File: src/sv/ame_pkg.sv
// shared types and constants for the autorange meter engine
package ame_pkg;

    localparam int SAMPLE_W             = 24;
    localparam int SAMPLE_FRACTION_BITS = 23;
    localparam int VALUE_W              = 32;
    localparam int OUT_TDATA_W          = 48;

    localparam int GAIN_FIRST_W     = 4;
    localparam int GAIN_SECOND_W    = 2;
    localparam int EXCITATION_W     = 3;
    localparam int MAX_GAIN_FIRST   = 9;
    localparam int MAX_GAIN_SECOND  = 3;
    localparam int MAX_EXCITATION   = 5;
    localparam int MIN_EXCITATION   = 1;

    localparam int CFG_ADDR_W = 3;
    localparam int CFG_DATA_W = 23;
    localparam int THR_W      = 23;
    localparam int REF_W      = 20;
    localparam int FS_W       = 22;

    localparam logic [CFG_ADDR_W-1:0] REG_MODE       = 3'd0;
    localparam logic [CFG_ADDR_W-1:0] REG_LOW_THR    = 3'd1;
    localparam logic [CFG_ADDR_W-1:0] REG_HIGH_THR   = 3'd2;
    localparam logic [CFG_ADDR_W-1:0] REG_REF        = 3'd3;
    localparam logic [CFG_ADDR_W-1:0] REG_FULL_SCALE = 3'd4;

    localparam logic [THR_W-1:0] LOW_THR_RESET    = 23'd2516583;
    localparam logic [THR_W-1:0] HIGH_THR_RESET   = 23'd5872025;
    localparam logic [REF_W-1:0] REF_RESET        = 20'd100000;
    localparam logic [FS_W-1:0]  FULL_SCALE_RESET = 22'd1200000;

    // multiplier and divider sizes
    localparam int MUL_A_W    = SAMPLE_W + 1;
    localparam int MUL_B_W    = FS_W + 1;
    localparam int PROD_W     = MUL_A_W + MUL_B_W;
    localparam int REF_PROD_W = SAMPLE_W + REF_W;
    localparam int SHIFT_W    = 4;
    localparam int DIVIDEND_W = REF_PROD_W + (1 << SHIFT_W) - 1;
    localparam int DIVISOR_W  = SAMPLE_W;
    localparam int DIV_CNT_W  = $clog2(DIVIDEND_W);
    localparam logic [DIV_CNT_W-1:0] DIV_LAST = DIV_CNT_W'(DIVIDEND_W - 1);

    localparam logic [VALUE_W-1:0] SAT_VALUE = 32'h7fff_ffff;

    typedef enum logic [1:0] {
        MODE_VOLT_AUTO,
        MODE_RES_AUTO,
        MODE_RES_SHORT,
        MODE_RES_OPEN
    } mode_t;

    typedef enum logic [2:0] {
        ST_IDLE,
        ST_MUL,
        ST_PREP,
        ST_DIV,
        ST_DONE
    } state_t;

    typedef struct packed {
        logic capture;
        logic mul;
        logic div_init;
        logic div_step;
        logic finish;
    } ame_cmd_t;

    typedef struct packed {
        logic ratio_op;
        logic div_last;
    } ame_sts_t;

endpackage

File: src/sv/autorange_meter_engine.sv
// autorange meter engine top level: stream ports, config port, control and datapath
// voltage items and first samples of a pair: capture, multiply, result register;
//   a second sample adds divider setup and the 59-step one-bit-per-cycle ratio divider
// a new item is taken only after the last result is loaded into a free output register
// a finished result waits in the output register while the next item is taken
// reset: synchronous active-low, config returns to defaults, gains 0, excitation 5
module autorange_meter_engine (
    input  logic                                aclk,
    input  logic                                aresetn,
    input  logic                                s_tvalid,
    output logic                                s_tready,
    input  logic [ame_pkg::SAMPLE_W-1:0]        s_tdata,   // sample
    input  logic                                s_tuser,   // overrange
    output logic                                m_tvalid,
    input  logic                                m_tready,
    // value, next_gain_first, next_gain_second, next_excitation, next_phase, zero pad
    output logic [ame_pkg::OUT_TDATA_W-1:0]     m_tdata,
    output logic                                m_tuser,   // over
    output logic                                m_tlast,
    input  logic                                cfg_we,
    input  logic [ame_pkg::CFG_ADDR_W-1:0]      cfg_addr,
    input  logic [ame_pkg::CFG_DATA_W-1:0]      cfg_wdata
);

    ame_pkg::ame_cmd_t cmd;
    ame_pkg::ame_sts_t sts;

    ame_ctrl u_ctrl (
        .aclk     (aclk),
        .aresetn  (aresetn),
        .s_tvalid (s_tvalid),
        .s_tready (s_tready),
        .m_tvalid (m_tvalid),
        .m_tready (m_tready),
        .sts      (sts),
        .cmd      (cmd)
    );

    ame_dp u_dp (
        .aclk         (aclk),
        .aresetn      (aresetn),
        .cfg_we       (cfg_we),
        .cfg_addr     (cfg_addr),
        .cfg_wdata    (cfg_wdata),
        .in_sample    (s_tdata),
        .in_overrange (s_tuser),
        .cmd          (cmd),
        .sts          (sts),
        .out_data     (m_tdata),
        .out_over     (m_tuser),
        .out_last     (m_tlast)
    );

endmodule

File: src/sv/ame_ctrl.sv
// sequencing state machine and output valid for the autorange meter engine
module ame_ctrl (
    input  logic             aclk,
    input  logic             aresetn,
    input  logic             s_tvalid,
    output logic             s_tready,
    output logic             m_tvalid,
    input  logic             m_tready,
    input  ame_pkg::ame_sts_t sts,
    output ame_pkg::ame_cmd_t cmd
);

    ame_pkg::state_t state_reg, state_next;
    logic m_tvalid_reg, m_tvalid_next;

    always_ff @(posedge aclk) begin
        if (!aresetn) begin
            state_reg    <= ame_pkg::ST_IDLE;
            m_tvalid_reg <= 1'b0;
        end else begin
            state_reg    <= state_next;
            m_tvalid_reg <= m_tvalid_next;
        end
    end

    always_comb begin
        state_next    = state_reg;
        cmd           = '0;
        s_tready      = 1'b0;
        m_tvalid_next = m_tvalid_reg && !m_tready;
        unique case (state_reg)
            ame_pkg::ST_IDLE: begin
                s_tready = 1'b1;
                if (s_tvalid) begin
                    cmd.capture = 1'b1;
                    state_next  = ame_pkg::ST_MUL;
                end
            end
            ame_pkg::ST_MUL: begin
                cmd.mul    = 1'b1;
                state_next = sts.ratio_op ? ame_pkg::ST_PREP : ame_pkg::ST_DONE;
            end
            ame_pkg::ST_PREP: begin
                cmd.div_init = 1'b1;
                state_next   = ame_pkg::ST_DIV;
            end
            ame_pkg::ST_DIV: begin
                cmd.div_step = 1'b1;
                if (sts.div_last) begin
                    state_next = ame_pkg::ST_DONE;
                end
            end
            ame_pkg::ST_DONE: begin
                if (!m_tvalid_reg || m_tready) begin
                    cmd.finish    = 1'b1;
                    m_tvalid_next = 1'b1;
                    state_next    = ame_pkg::ST_IDLE;
                end
            end
            default: begin
                state_next = ame_pkg::ST_IDLE;
            end
        endcase
    end

    assign m_tvalid = m_tvalid_reg;

    a_accept_starts: assert property (@(posedge aclk) disable iff (!aresetn)
        s_tvalid && s_tready |=> state_reg == ame_pkg::ST_MUL)
        else $error("accepted item did not start the multiply");

    a_finish_slot_free: assert property (@(posedge aclk) disable iff (!aresetn)
        cmd.finish |-> (!m_tvalid_reg || m_tready))
        else $error("result loaded over an untaken result");

    a_div_entry: assert property (@(posedge aclk) disable iff (!aresetn)
        state_reg == ame_pkg::ST_DIV && $past(state_reg) != ame_pkg::ST_DIV
        |-> $past(state_reg) == ame_pkg::ST_PREP)
        else $error("divide entered without setup");

endmodule

File: src/sv/ame_dp.sv
// datapath: config, range state, shared multiplier, serial divider, result register
module ame_dp (
    input  logic                                aclk,
    input  logic                                aresetn,
    input  logic                                cfg_we,
    input  logic [ame_pkg::CFG_ADDR_W-1:0]      cfg_addr,
    input  logic [ame_pkg::CFG_DATA_W-1:0]      cfg_wdata,
    input  logic [ame_pkg::SAMPLE_W-1:0]        in_sample,
    input  logic                                in_overrange,
    input  ame_pkg::ame_cmd_t                   cmd,
    output ame_pkg::ame_sts_t                   sts,
    output logic [ame_pkg::OUT_TDATA_W-1:0]     out_data,
    output logic                                out_over,
    output logic                                out_last
);

    // configuration
    ame_pkg::mode_t                   mode_reg;
    logic [ame_pkg::THR_W-1:0]        low_thr_reg, high_thr_reg;
    logic [ame_pkg::REF_W-1:0]        ref_reg;
    logic [ame_pkg::FS_W-1:0]         fs_reg;

    // range and pairing state
    logic                                phase_reg, phase_next;
    logic [ame_pkg::SAMPLE_W-1:0]        held_sample_reg, held_sample_next;
    logic                                held_over_reg, held_over_next;
    logic [ame_pkg::GAIN_FIRST_W-1:0]    agf_reg, agf_next, pgf_reg, pgf_next;
    logic [ame_pkg::GAIN_SECOND_W-1:0]   ags_reg, ags_next, pgs_reg, pgs_next;
    logic [ame_pkg::EXCITATION_W-1:0]    pexc_reg, pexc_next;

    // current item and arithmetic
    logic [ame_pkg::SAMPLE_W-1:0]        sample_reg;
    logic                                ovr_reg;
    logic signed [ame_pkg::PROD_W-1:0]   prod_reg;
    logic [ame_pkg::DIVIDEND_W-1:0]      quo_reg;
    logic [ame_pkg::DIVISOR_W-1:0]       rem_reg, dvs_reg;
    logic                                neg_reg;
    logic [ame_pkg::DIV_CNT_W-1:0]       cnt_reg;

    logic [ame_pkg::OUT_TDATA_W-1:0]     out_data_reg;
    logic                                out_over_reg, out_last_reg;

    logic                                clr;
    logic                                ratio_op;
    logic [ame_pkg::SAMPLE_W-1:0]        smp_mag, held_mag, dvs_in;
    logic                                low, high;
    logic signed [ame_pkg::MUL_A_W-1:0]  mul_a;
    logic signed [ame_pkg::MUL_B_W-1:0]  mul_b;
    logic [ame_pkg::SHIFT_W-1:0]         up_sh, down_sh;
    logic [ame_pkg::DIVIDEND_W-1:0]      dividend;
    logic [ame_pkg::DIVISOR_W:0]         trial, diff;
    logic                                trial_ge;
    logic [ame_pkg::DIVIDEND_W-1:0]      q_sh, frac_mask;
    logic                                round_up;
    logic [ame_pkg::DIVIDEND_W:0]        res_mag;
    logic                                res_over;
    logic [ame_pkg::VALUE_W-1:0]         res_value;
    logic [5:0]                          volt_sh;
    logic signed [ame_pkg::PROD_W-1:0]   volt_full;
    logic [ame_pkg::VALUE_W-1:0]         value;
    logic                                over, ready_res;
    logic [ame_pkg::GAIN_FIRST_W-1:0]    g1;
    logic [ame_pkg::GAIN_SECOND_W-1:0]   g2;
    logic [ame_pkg::EXCITATION_W-1:0]    exc;

    assign clr = cfg_we && (cfg_addr == ame_pkg::REG_MODE)
              && (cfg_wdata[1:0] != mode_reg);

    always_ff @(posedge aclk) begin
        if (!aresetn) begin
            mode_reg     <= ame_pkg::MODE_VOLT_AUTO;
            low_thr_reg  <= ame_pkg::LOW_THR_RESET;
            high_thr_reg <= ame_pkg::HIGH_THR_RESET;
            ref_reg      <= ame_pkg::REF_RESET;
            fs_reg       <= ame_pkg::FULL_SCALE_RESET;
        end else if (cfg_we) begin
            unique case (cfg_addr)
                ame_pkg::REG_MODE:       mode_reg     <= ame_pkg::mode_t'(cfg_wdata[1:0]);
                ame_pkg::REG_LOW_THR:    low_thr_reg  <= cfg_wdata[ame_pkg::THR_W-1:0];
                ame_pkg::REG_HIGH_THR:   high_thr_reg <= cfg_wdata[ame_pkg::THR_W-1:0];
                ame_pkg::REG_REF:        ref_reg      <= cfg_wdata[ame_pkg::REF_W-1:0];
                ame_pkg::REG_FULL_SCALE: fs_reg       <= cfg_wdata[ame_pkg::FS_W-1:0];
                default: begin
                end
            endcase
        end
    end

    // magnitudes and range decisions
    assign smp_mag  = sample_reg[ame_pkg::SAMPLE_W-1] ? ame_pkg::SAMPLE_W'(-sample_reg)
                                                      : sample_reg;
    assign held_mag = held_sample_reg[ame_pkg::SAMPLE_W-1]
                    ? ame_pkg::SAMPLE_W'(-held_sample_reg) : held_sample_reg;
    assign low  = smp_mag < {1'b0, low_thr_reg};
    assign high = smp_mag > {1'b0, high_thr_reg};
    assign ratio_op = (mode_reg != ame_pkg::MODE_VOLT_AUTO) && phase_reg;

    // shared multiplier: sample times full scale, or held magnitude times reference
    assign mul_a = ratio_op ? $signed({1'b0, held_mag})
                            : $signed({sample_reg[ame_pkg::SAMPLE_W-1], sample_reg});
    assign mul_b = ratio_op ? $signed({(ame_pkg::MUL_B_W - ame_pkg::REF_W)'(0), ref_reg})
                            : $signed({1'b0, fs_reg});

    always_comb begin
        unique case (mode_reg)
            ame_pkg::MODE_RES_AUTO: begin
                up_sh   = {(ame_pkg::SHIFT_W - ame_pkg::GAIN_SECOND_W)'(0), ags_reg};
                down_sh = agf_reg;
            end
            ame_pkg::MODE_RES_SHORT: begin
                up_sh   = ame_pkg::SHIFT_W'(ame_pkg::MAX_GAIN_SECOND);
                down_sh = ame_pkg::SHIFT_W'(ame_pkg::MAX_GAIN_FIRST);
            end
            ame_pkg::MODE_RES_OPEN: begin
                up_sh   = ame_pkg::SHIFT_W'(ame_pkg::MAX_GAIN_FIRST);
                down_sh = '0;
            end
            ame_pkg::MODE_VOLT_AUTO: begin
                up_sh   = '0;
                down_sh = '0;
            end
            default: begin
                up_sh   = '0;
                down_sh = '0;
            end
        endcase
    end

    assign dividend = ame_pkg::DIVIDEND_W'(prod_reg[ame_pkg::REF_PROD_W-1:0]) << up_sh;
    assign dvs_in   = (sample_reg == '0) ? ame_pkg::DIVISOR_W'(1) : smp_mag;

    // one quotient bit per step
    assign trial    = {rem_reg, quo_reg[ame_pkg::DIVIDEND_W-1]};
    assign diff     = trial - {1'b0, dvs_reg};
    assign trial_ge = trial >= {1'b0, dvs_reg};

    always_ff @(posedge aclk) begin
        if (cmd.capture) begin
            sample_reg <= in_sample;
            ovr_reg    <= in_overrange;
        end
        if (cmd.mul) begin
            prod_reg <= mul_a * mul_b;
        end
        if (cmd.div_init) begin
            quo_reg <= dividend;
            rem_reg <= '0;
            dvs_reg <= dvs_in;
            neg_reg <= held_sample_reg[ame_pkg::SAMPLE_W-1] ^ sample_reg[ame_pkg::SAMPLE_W-1];
        end else if (cmd.div_step) begin
            quo_reg <= {quo_reg[ame_pkg::DIVIDEND_W-2:0], trial_ge};
            rem_reg <= trial_ge ? diff[ame_pkg::DIVISOR_W-1:0] : trial[ame_pkg::DIVISOR_W-1:0];
        end
    end

    always_ff @(posedge aclk) begin
        if (!aresetn) begin
            cnt_reg <= '0;
        end else if (cmd.div_init) begin
            cnt_reg <= '0;
        end else if (cmd.div_step) begin
            cnt_reg <= cnt_reg + 1'b1;
        end
    end

    // floor shift of the signed quotient, then magnitude
    assign q_sh      = quo_reg >> down_sh;
    assign frac_mask = ~({ame_pkg::DIVIDEND_W{1'b1}} << down_sh);
    assign round_up  = neg_reg && ((quo_reg & frac_mask) != '0);
    assign res_mag   = {1'b0, q_sh} + (ame_pkg::DIVIDEND_W + 1)'(round_up);
    assign res_over  = held_over_reg || (res_mag[ame_pkg::DIVIDEND_W:ame_pkg::VALUE_W] != '0);
    assign res_value = res_over ? ame_pkg::SAT_VALUE : res_mag[ame_pkg::VALUE_W-1:0];

    assign volt_sh   = 6'(ame_pkg::SAMPLE_FRACTION_BITS) + {2'b00, agf_reg};
    assign volt_full = prod_reg >>> volt_sh;

    // range state for the next item
    always_comb begin
        phase_next       = phase_reg;
        held_sample_next = held_sample_reg;
        held_over_next   = held_over_reg;
        agf_next         = agf_reg;
        ags_next         = ags_reg;
        pgf_next         = pgf_reg;
        pgs_next         = pgs_reg;
        pexc_next        = pexc_reg;
        if (mode_reg == ame_pkg::MODE_VOLT_AUTO) begin
            if (low) begin
                if (pgf_reg < ame_pkg::GAIN_FIRST_W'(ame_pkg::MAX_GAIN_FIRST)) begin
                    pgf_next = pgf_reg + 1'b1;
                end
            end else if (high) begin
                if (pgf_reg != '0) begin
                    pgf_next = pgf_reg - 1'b1;
                end
            end
            agf_next   = pgf_next;
            phase_next = 1'b0;
        end else if (!phase_reg) begin
            held_sample_next = sample_reg;
            held_over_next   = ovr_reg;
            phase_next       = 1'b1;
            if (mode_reg == ame_pkg::MODE_RES_AUTO) begin
                if (low) begin
                    if (pexc_reg >= ame_pkg::EXCITATION_W'(ame_pkg::MAX_EXCITATION)) begin
                        if (pgf_reg < ame_pkg::GAIN_FIRST_W'(ame_pkg::MAX_GAIN_FIRST)) begin
                            pgf_next = pgf_reg + 1'b1;
                        end
                    end else begin
                        pexc_next = pexc_reg + 1'b1;
                    end
                end else if (high) begin
                    if (pgf_reg == '0) begin
                        if (pexc_reg > ame_pkg::EXCITATION_W'(ame_pkg::MIN_EXCITATION)) begin
                            pexc_next = pexc_reg - 1'b1;
                        end
                    end else begin
                        pgf_next = pgf_reg - 1'b1;
                    end
                end
            end
        end else begin
            phase_next = 1'b0;
            if (mode_reg == ame_pkg::MODE_RES_AUTO) begin
                if (low) begin
                    if (pgs_reg < ame_pkg::GAIN_SECOND_W'(ame_pkg::MAX_GAIN_SECOND)) begin
                        pgs_next = pgs_reg + 1'b1;
                    end
                end else if (high) begin
                    if (pgs_reg != '0) begin
                        pgs_next = pgs_reg - 1'b1;
                    end
                end
                agf_next = pgf_reg;
                ags_next = pgs_next;
            end
        end
    end

    // result fields
    always_comb begin
        if (mode_reg == ame_pkg::MODE_VOLT_AUTO) begin
            value     = volt_full[ame_pkg::VALUE_W-1:0];
            over      = ovr_reg;
            ready_res = 1'b1;
        end else if (phase_reg) begin
            value     = res_value;
            over      = res_over;
            ready_res = 1'b1;
        end else begin
            value     = '0;
            over      = 1'b0;
            ready_res = 1'b0;
        end
        unique case (mode_reg)
            ame_pkg::MODE_RES_AUTO: begin
                g1  = pgf_next;
                g2  = pgs_next;
                exc = pexc_next;
            end
            ame_pkg::MODE_RES_SHORT: begin
                g1  = ame_pkg::GAIN_FIRST_W'(ame_pkg::MAX_GAIN_FIRST);
                g2  = ame_pkg::GAIN_SECOND_W'(ame_pkg::MAX_GAIN_SECOND);
                exc = ame_pkg::EXCITATION_W'(ame_pkg::MAX_EXCITATION);
            end
            ame_pkg::MODE_RES_OPEN: begin
                g1  = phase_next ? ame_pkg::GAIN_FIRST_W'(ame_pkg::MAX_GAIN_FIRST) : '0;
                g2  = '0;
                exc = '0;
            end
            ame_pkg::MODE_VOLT_AUTO: begin
                g1  = pgf_next;
                g2  = '0;
                exc = '0;
            end
            default: begin
                g1  = '0;
                g2  = '0;
                exc = '0;
            end
        endcase
    end

    always_ff @(posedge aclk) begin
        if (!aresetn || clr) begin
            phase_reg       <= 1'b0;
            held_sample_reg <= '0;
            held_over_reg   <= 1'b0;
            agf_reg         <= '0;
            ags_reg         <= '0;
            pgf_reg         <= '0;
            pgs_reg         <= '0;
            pexc_reg        <= ame_pkg::EXCITATION_W'(ame_pkg::MAX_EXCITATION);
        end else if (cmd.finish) begin
            phase_reg       <= phase_next;
            held_sample_reg <= held_sample_next;
            held_over_reg   <= held_over_next;
            agf_reg         <= agf_next;
            ags_reg         <= ags_next;
            pgf_reg         <= pgf_next;
            pgs_reg         <= pgs_next;
            pexc_reg        <= pexc_next;
        end
    end

    always_ff @(posedge aclk) begin
        if (cmd.finish) begin
            out_data_reg <= {(ame_pkg::OUT_TDATA_W - 42)'(0), phase_next, exc, g2, g1, value};
            out_over_reg <= over;
            out_last_reg <= ready_res;
        end
    end

    assign sts.ratio_op = ratio_op;
    assign sts.div_last = cnt_reg == ame_pkg::DIV_LAST;
    assign out_data     = out_data_reg;
    assign out_over     = out_over_reg;
    assign out_last     = out_last_reg;

    a_gain_bounds: assert property (@(posedge aclk) disable iff (!aresetn)
        pgf_reg <= ame_pkg::GAIN_FIRST_W'(ame_pkg::MAX_GAIN_FIRST)
        && pgs_reg <= ame_pkg::GAIN_SECOND_W'(ame_pkg::MAX_GAIN_SECOND))
        else $error("pending gain out of range");

    a_excitation_bounds: assert property (@(posedge aclk) disable iff (!aresetn)
        pexc_reg >= ame_pkg::EXCITATION_W'(ame_pkg::MIN_EXCITATION)
        && pexc_reg <= ame_pkg::EXCITATION_W'(ame_pkg::MAX_EXCITATION))
        else $error("pending excitation out of range");

endmodule

File: config.mk
export PLATFORM = sky130hd
export DESIGN_NAME = autorange_meter_engine
export DESIGN_NICKNAME = d
export VERILOG_FILES = /design/src/sv/ame_pkg.sv /design/src/sv/autorange_meter_engine.sv /design/src/sv/ame_ctrl.sv /design/src/sv/ame_dp.sv
export SDC_FILE = /design/constraint.sdc
export NUM_CORES = 2
export LEC_CHECK = 0
export ABC_AREA = 1
export ABC_CLOCK_PERIOD_IN_PS = 7700
export CAP_MARGIN = 20
export CELL_PAD_IN_SITES_DETAIL_PLACEMENT = 1
export CELL_PAD_IN_SITES_GLOBAL_PLACEMENT = 1
export CORE_ASPECT_RATIO = 1.5
export CORE_MARGIN = 2
export CORE_UTILIZATION = 35
export CTS_CLUSTER_DIAMETER = 80
export DETAILED_ROUTE_END_ITERATION = 12
export DONT_BUFFER_PORTS = 1
export PLACE_DENSITY = 0.69
export SETUP_SLACK_MARGIN = 0.05
export SLEW_MARGIN = 20
export SYNTH_ARGS = -nofsm -noshare
export SYNTH_HDL_FRONTEND = slang
export SYNTH_SLANG_ARGS = --single-unit
File: constraint.sdc
create_clock -name aclk -period 7.7 [get_ports aclk]
set_input_delay 1.925 -clock aclk [delete_from_list [all_inputs] [get_ports aclk]]
set_output_delay 1.925 -clock aclk [all_outputs]
set_load 0.1 [all_outputs]
### Word level (Yosys, flattened, before mapping)

Cells that the tools add are included.
Widths: inputs -> output; s select.

* bits in registers: 366
* input bits: 56
* output and inout bits: 52
* word-level logic and storage cells: 173

* $add $sub $neg: 12
* multipliers: 1
* order comparisons: 7
* equal/unequal tests: 16
* shift-type cells: 4
* mux-type cells: 65
* bitwise logic cells: 6
* reductions and logical operators: 36

Operators with widths (number)
* $mux 59: 2
* $mux 32: 3
* $mux 24: 3
* $add 59x1->60: 1
* $mux 4: 15
* $and 59x59->59: 1
* $not 59->59: 1
* $reduce_bool 59->1: 1
* $shl 44x4->59: 1
* $shl 59x4->59 const A: 1
* $shr 59x4->59: 1
* $mul 25x23->48: 1
* $neg 24->24: 2
* $sshr 48x6->32: 1
* $mux 3: 12
* $reduce_bool 28->1: 1
* $ge 25x24->1: 1
* $mux 25: 1
* $gt 24x23->1: 1
* $logic_not 24->1: 1
* $lt 24x23->1: 1
* $pmux 4 s3: 2
* $sub 24x24->24: 1
* $mux 22: 1
* 41 further kinds: 91

### Depth between registers and ports, before layout

* depth after elaboration: 14
* mapped depth: 43
* depth with buffers taken out: 42

### By module

From an unflattened synthesis, not the netlist that was laid out.

* cells, all modules: 6634
* area total of the unflattened synthesis: 48911.9 µm²

By module, submodules not included
* ame_dp: times used 1, cells each 6591, area each 48660.4 µm², seq. area each 9258.9 µm²
* ame_ctrl: times used 1, cells each 43, area each 251.5 µm², seq. area each 80.1 µm²

### Worst setup path after synthesis

No wires, ideal clock.

* path type: register to register
* from: register u_dp.held_sample_reg[1] in the netlist's numbering
* to: register u_dp.prod_reg[47] in the netlist's numbering, data pin
* library setup time: 260 ps
* arrival time: 7826 ps
* data required time: 7440 ps
* path slack: -386 ps
* cell stages (with the launch flop): 39
* path buffers: 1
* period minus slack after synthesis: 8086 ps
* cell sequence: dfxtp_1 > inv_1 > ha_1 > inv_1 > nor3_1 > inv_1 > nor3_1 > nand2_1 > nor3_1 > nand4_1 > nand2_1 > o21ai_0 > xor2_1 > nand2_1 > o21ai_1 > inv_1 > clkbuf_1 > nand2_1 > (+3 left out) > fa_1 > inv_1 > fa_1 > fa_1 > inv_1 > fa_1 > inv_1 > ha_1 > a21oi_1 > inv_1 > a31oi_1 > o21ai_0 > a311oi_1 > o21ai_0 > a21oi_1 > o21bai_1 > a21oi_1 > xnor2_1

* word-level cells in the longest chain between the ends: 4

Ends and longest elaborated chain
* from (decl): RTL line ame_dp.sv:25 `logic [ame_pkg::SAMPLE_W-1:0] held_sample_reg, held_sample_next;`
* from (signal assigned): RTL line ame_dp.sv:296 `held_sample_reg <= held_sample_next;`
* $neg 24->24: RTL line ame_dp.sv:93 `? ame_pkg::SAMPLE_W'(-held_sample_reg) : held_sample_reg;`
* $mux 24 *: RTL line ame_dp.sv:93
* $mux 25 *: RTL line ame_dp.sv:99 `assign mul_a = ratio_op ? $signed({1'b0, held_mag})`
* $mul 25x23->48 *: RTL line ame_dp.sv:143 `prod_reg <= mul_a * mul_b;`
* to (signal assigned): RTL line ame_dp.sv:143
* to (decl): RTL line ame_dp.sv:34 `logic signed [ame_pkg::PROD_W-1:0] prod_reg;`

Mark *: on every way between the ends. The rest lies on a longest branch, timed or not.
A chain may end at the register's enable or synchronous reset.

### Worst setup path in the final report

* from: register u_dp.held_sample_reg[0] in the netlist's numbering
* to: register u_dp.prod_reg[47] in the netlist's numbering, data pin

The elaborated chain is that of the path after synthesis.

==> impl_results.md <==
* Root Buffer: clkbuf_16
* Global router's overall resource usage at 0.309
* Largest net degree at the start of global routing at 95
* Max reg flops at 59
* I/O Buffers at 0
* Failing checks: setup timing
* First-pass GRT wire length at 322,000 µm
* Reg2Reg Launch Point: u_dp.held_sample_reg[0]
* Sequential-to-total area share from yosys stat at 0.192
* DR iter-0 viols at 2,454
* Ys async rst share at 0
* Number of global-route vias before repair at 51,532
* Hold buffer count at cts at 0
* Final Hold Viols at 0
* Antenna Violating Nets Remaining at 0
* WL per Instance at 25.0 µm
* Multi-input gate area at 0.0349 mm²
* Post-Synthesis Cells at 6,662
* Worst setup EP type: flip-flop
* Via Count at 47,200
* Reg2Reg Setup Slack at -0.48 ns
* Slew @ Worst Pin at 1.19 ns
* Worst hold start: u_dp.low_thr_reg[15]
* Starting Density at 0.352
* Share of cells above drive strength 1 at 0.132
* Final worst setup slack at -0.482 ns
* Num rows at 167
* Final wirelength at 220,000 µm
* Max clock buf depth at 3
* Clock skew at 0.0603 ns
* Die footprint at 0.142 mm²
* Area of the core at 0.138 mm²
* Vias/cell at 5.37
* Worst R2R End: u_dp.prod_reg[47]
* Commonest cells in the netlist: nand2_1, inv_1, nand3_1
* Clock sinks at 366
* CP dominant cell by count: inv_2
* Placer Congestion at 0.971
* Number of synthesized flops with an enable pin at 201
* Grt ovf at 0
* Max-slew headroom at 0.209
* Reg2Reg Depth at 38
* Initial antenna violation count at 7
* Post-DP Area at 0.0531 mm²
* Worst min-delay path category: reg -> reg
* Die width at 308 µm
* Final setup vio count at 24
* Arr. time, crit path at 8.57 ns
* Reg area at 0.00934 mm²
* Critical path class: reg -> reg
* Commonest register cell after synthesis: edfxtp_1
* Die H at 461 µm
* Worst Setup Start Kind: flip-flop
* Fin crit period at 8.18 ns
* #FFs+latches synth at 366
* Unrepaired setup endpoints after global routing: yes
* Final worst path period share at 1.06
* Max frequency at 122 MHz
* Slowest cell on the critical path: fa_1
* Nets at 7,739
* Worst skew pair latency at 0.66 ns
* Filler cells at 17,025
* CP Capture Point: u_dp.prod_reg[47]
* Post-synth cell types at 60
* Critical-path maximum fanout at 4
* Pre-antenna DRT Iters at 5
* Placed wire-length estimate at 181,000 µm
* Ranking of synthesized cells by area: fa_1, edfxtp_1, nand2_1
* DR DRC count at 0
* Most common cell in the netlist: nand2_1
* Synth top area share at 0.239
* Top cell type by total area after synthesis: fa_1
* Io pins at 108
* Syn_area_per_cell at 7.30 µm²
* Max incr delay on CP at 0.62 ns
* Worst-path clk slew at 0.06 ns
* Crit path from: u_dp.held_sample_reg[0]
* Number of max-cap violations at 0
* Run status: finished, violations left
* Ys Warns at 0
* Area Overhead vs Synth at 16.5%
* WP data required at 8.08 ns
* CTS Buf Count at 42
* CTS tree: done
* CTS H-tree depth at 2
* Finished Cell Area at 0.0567 mm²
* Post-Syn Area at 0.0487 mm²
* Max Slew Vio Count at 0
[metal layers]
layer	routed length, µm	track usage	up-vias
li1	-	-	21546
met1	72500	0.291	23636
met2	114000	0.571	1270
met3	7990	0.0373	744
met4	25800	0.295	4
met5	33	0	-
[cell usage in the layout (no fill, tap or decap), types with 10 or more instances in the layout]
master | Yosys | final
a21oi_1 | 284 | 238
a21oi_2 | 0 | 29
a21oi_4 | 0 | 17
a31oi_1 | 19 | 12
buf_12 | 0 | 23
buf_4 | 25 | 418
buf_6 | 11 | 42
clkbuf_16 | 0 | 42
clkinv_1 | 15 | 16
dfxtp_1 | 165 | 161
edfxtp_1 | 201 | 201
fa_1 | 580 | 545
fa_2 | 0 | 35
ha_1 | 214 | 189
ha_4 | 0 | 23
inv_1 | 1153 | 1090
inv_2 | 7 | 62
mux2i_1 | 46 | 46
nand2_1 | 1423 | 1381
nand2_2 | 4 | 35
nand2_4 | 4 | 15
nand3_1 | 730 | 727
nand4_1 | 32 | 32
nor2_1 | 618 | 585
nor2_2 | 11 | 32
nor2_4 | 6 | 18
nor3_1 | 29 | 20
nor4_1 | 11 | 10
o211ai_1 | 65 | 65
o21a_1 | 20 | 20
o21ai_0 | 390 | 373
o21ai_1 | 19 | 19
o21ai_2 | 0 | 13
o221ai_1 | 38 | 37
o22ai_1 | 16 | 16
or2_2 | 10 | 10
xnor2_1 | 48 | 46
xor2_1 | 123 | 117
[final cells by class]
type / instances / area share
clock inverter: 27 / 0.00640
multi-input combinational: 4815 / 0.617
antenna: 4 / 0.000177
clock buffer: 50 / 0.0194
inverter: 1178 / 0.0788
timing repair buffer: 486 / 0.0728
sequential: 366 / 0.165
tap: 1859 / 0.0410
[cell families after synthesis]
family                   synth area share
buffers and inverters               0.120
XOR/XNOR                           0.0308
other                           0.0000771
AND/OR/NAND/NOR                     0.250
multiplexers                      0.00946
adder cells (fa/ha/maj)             0.294
flip-flops                          0.192
AO/OA/AOI/OAI                       0.105
[worst min-delay path by stage]
stage / endpoint / slack (ns) / cells after the start
2_1_floorplan: u_dp.ref_reg[19] / 0.42 / 2
3_3_place_gp: u_dp.high_thr_reg[2] / 0.44 / 2
3_5_place_dp: u_dp.ref_reg[5] / 0.45 / 2
4_1_cts: u_dp.high_thr_reg[10] / 0.46 / 2
5_1_grt: u_dp.ref_reg[19] / 0.48 / 2
6_report: u_dp.low_thr_reg[15] / 0.46 / 2
[through the flow]
step / cells / hold slack [ns] / setup slack, ns / setup TNS, ns / util
final: 8785 / 0.464 / -0.482 / -7.62 / 0.410
after global routing: 8783 / 0.484 / -0.821 / -14.98 / 0.410
after CTS: 8755 / 0.465 / -0.436 / -5.06 / 0.404
after detailed placement: 8627 / 0.451 / -0.975 / -15.67 / 0.385
after global placement: 8627 / 0.444 / -0.816 / -11.65 / 0.385
after floorplan: 6667 / 0.425 / 0.0245 / 0 / -
[worst max-delay path, delay by kind of cell (launching register included)]
| kind | cells | cell delay (ns) |
|---|---|---|
| buffers and inverters | 11 | 1.00 |
| flip-flops | 1 | 0.33 |
| XOR/XNOR | 2 | 0.25 |
| adder cells (fa/ha/maj) | 9 | 3.91 |
| AO/OA/AOI/OAI | 9 | 1.44 |
| AND/OR/NAND/NOR | 7 | 0.94 |
[what timing repair did]
action,4_1_cts,5_1_grt
gates cloned,1,0
resized for setup,208,189
pin swaps,65,110
setup endpoints to repair,28,31
buffers inserted,53,27
Power is not shown: default switching activity piles up to over one toggle a cycle in this logic, so the estimate is an artifact.
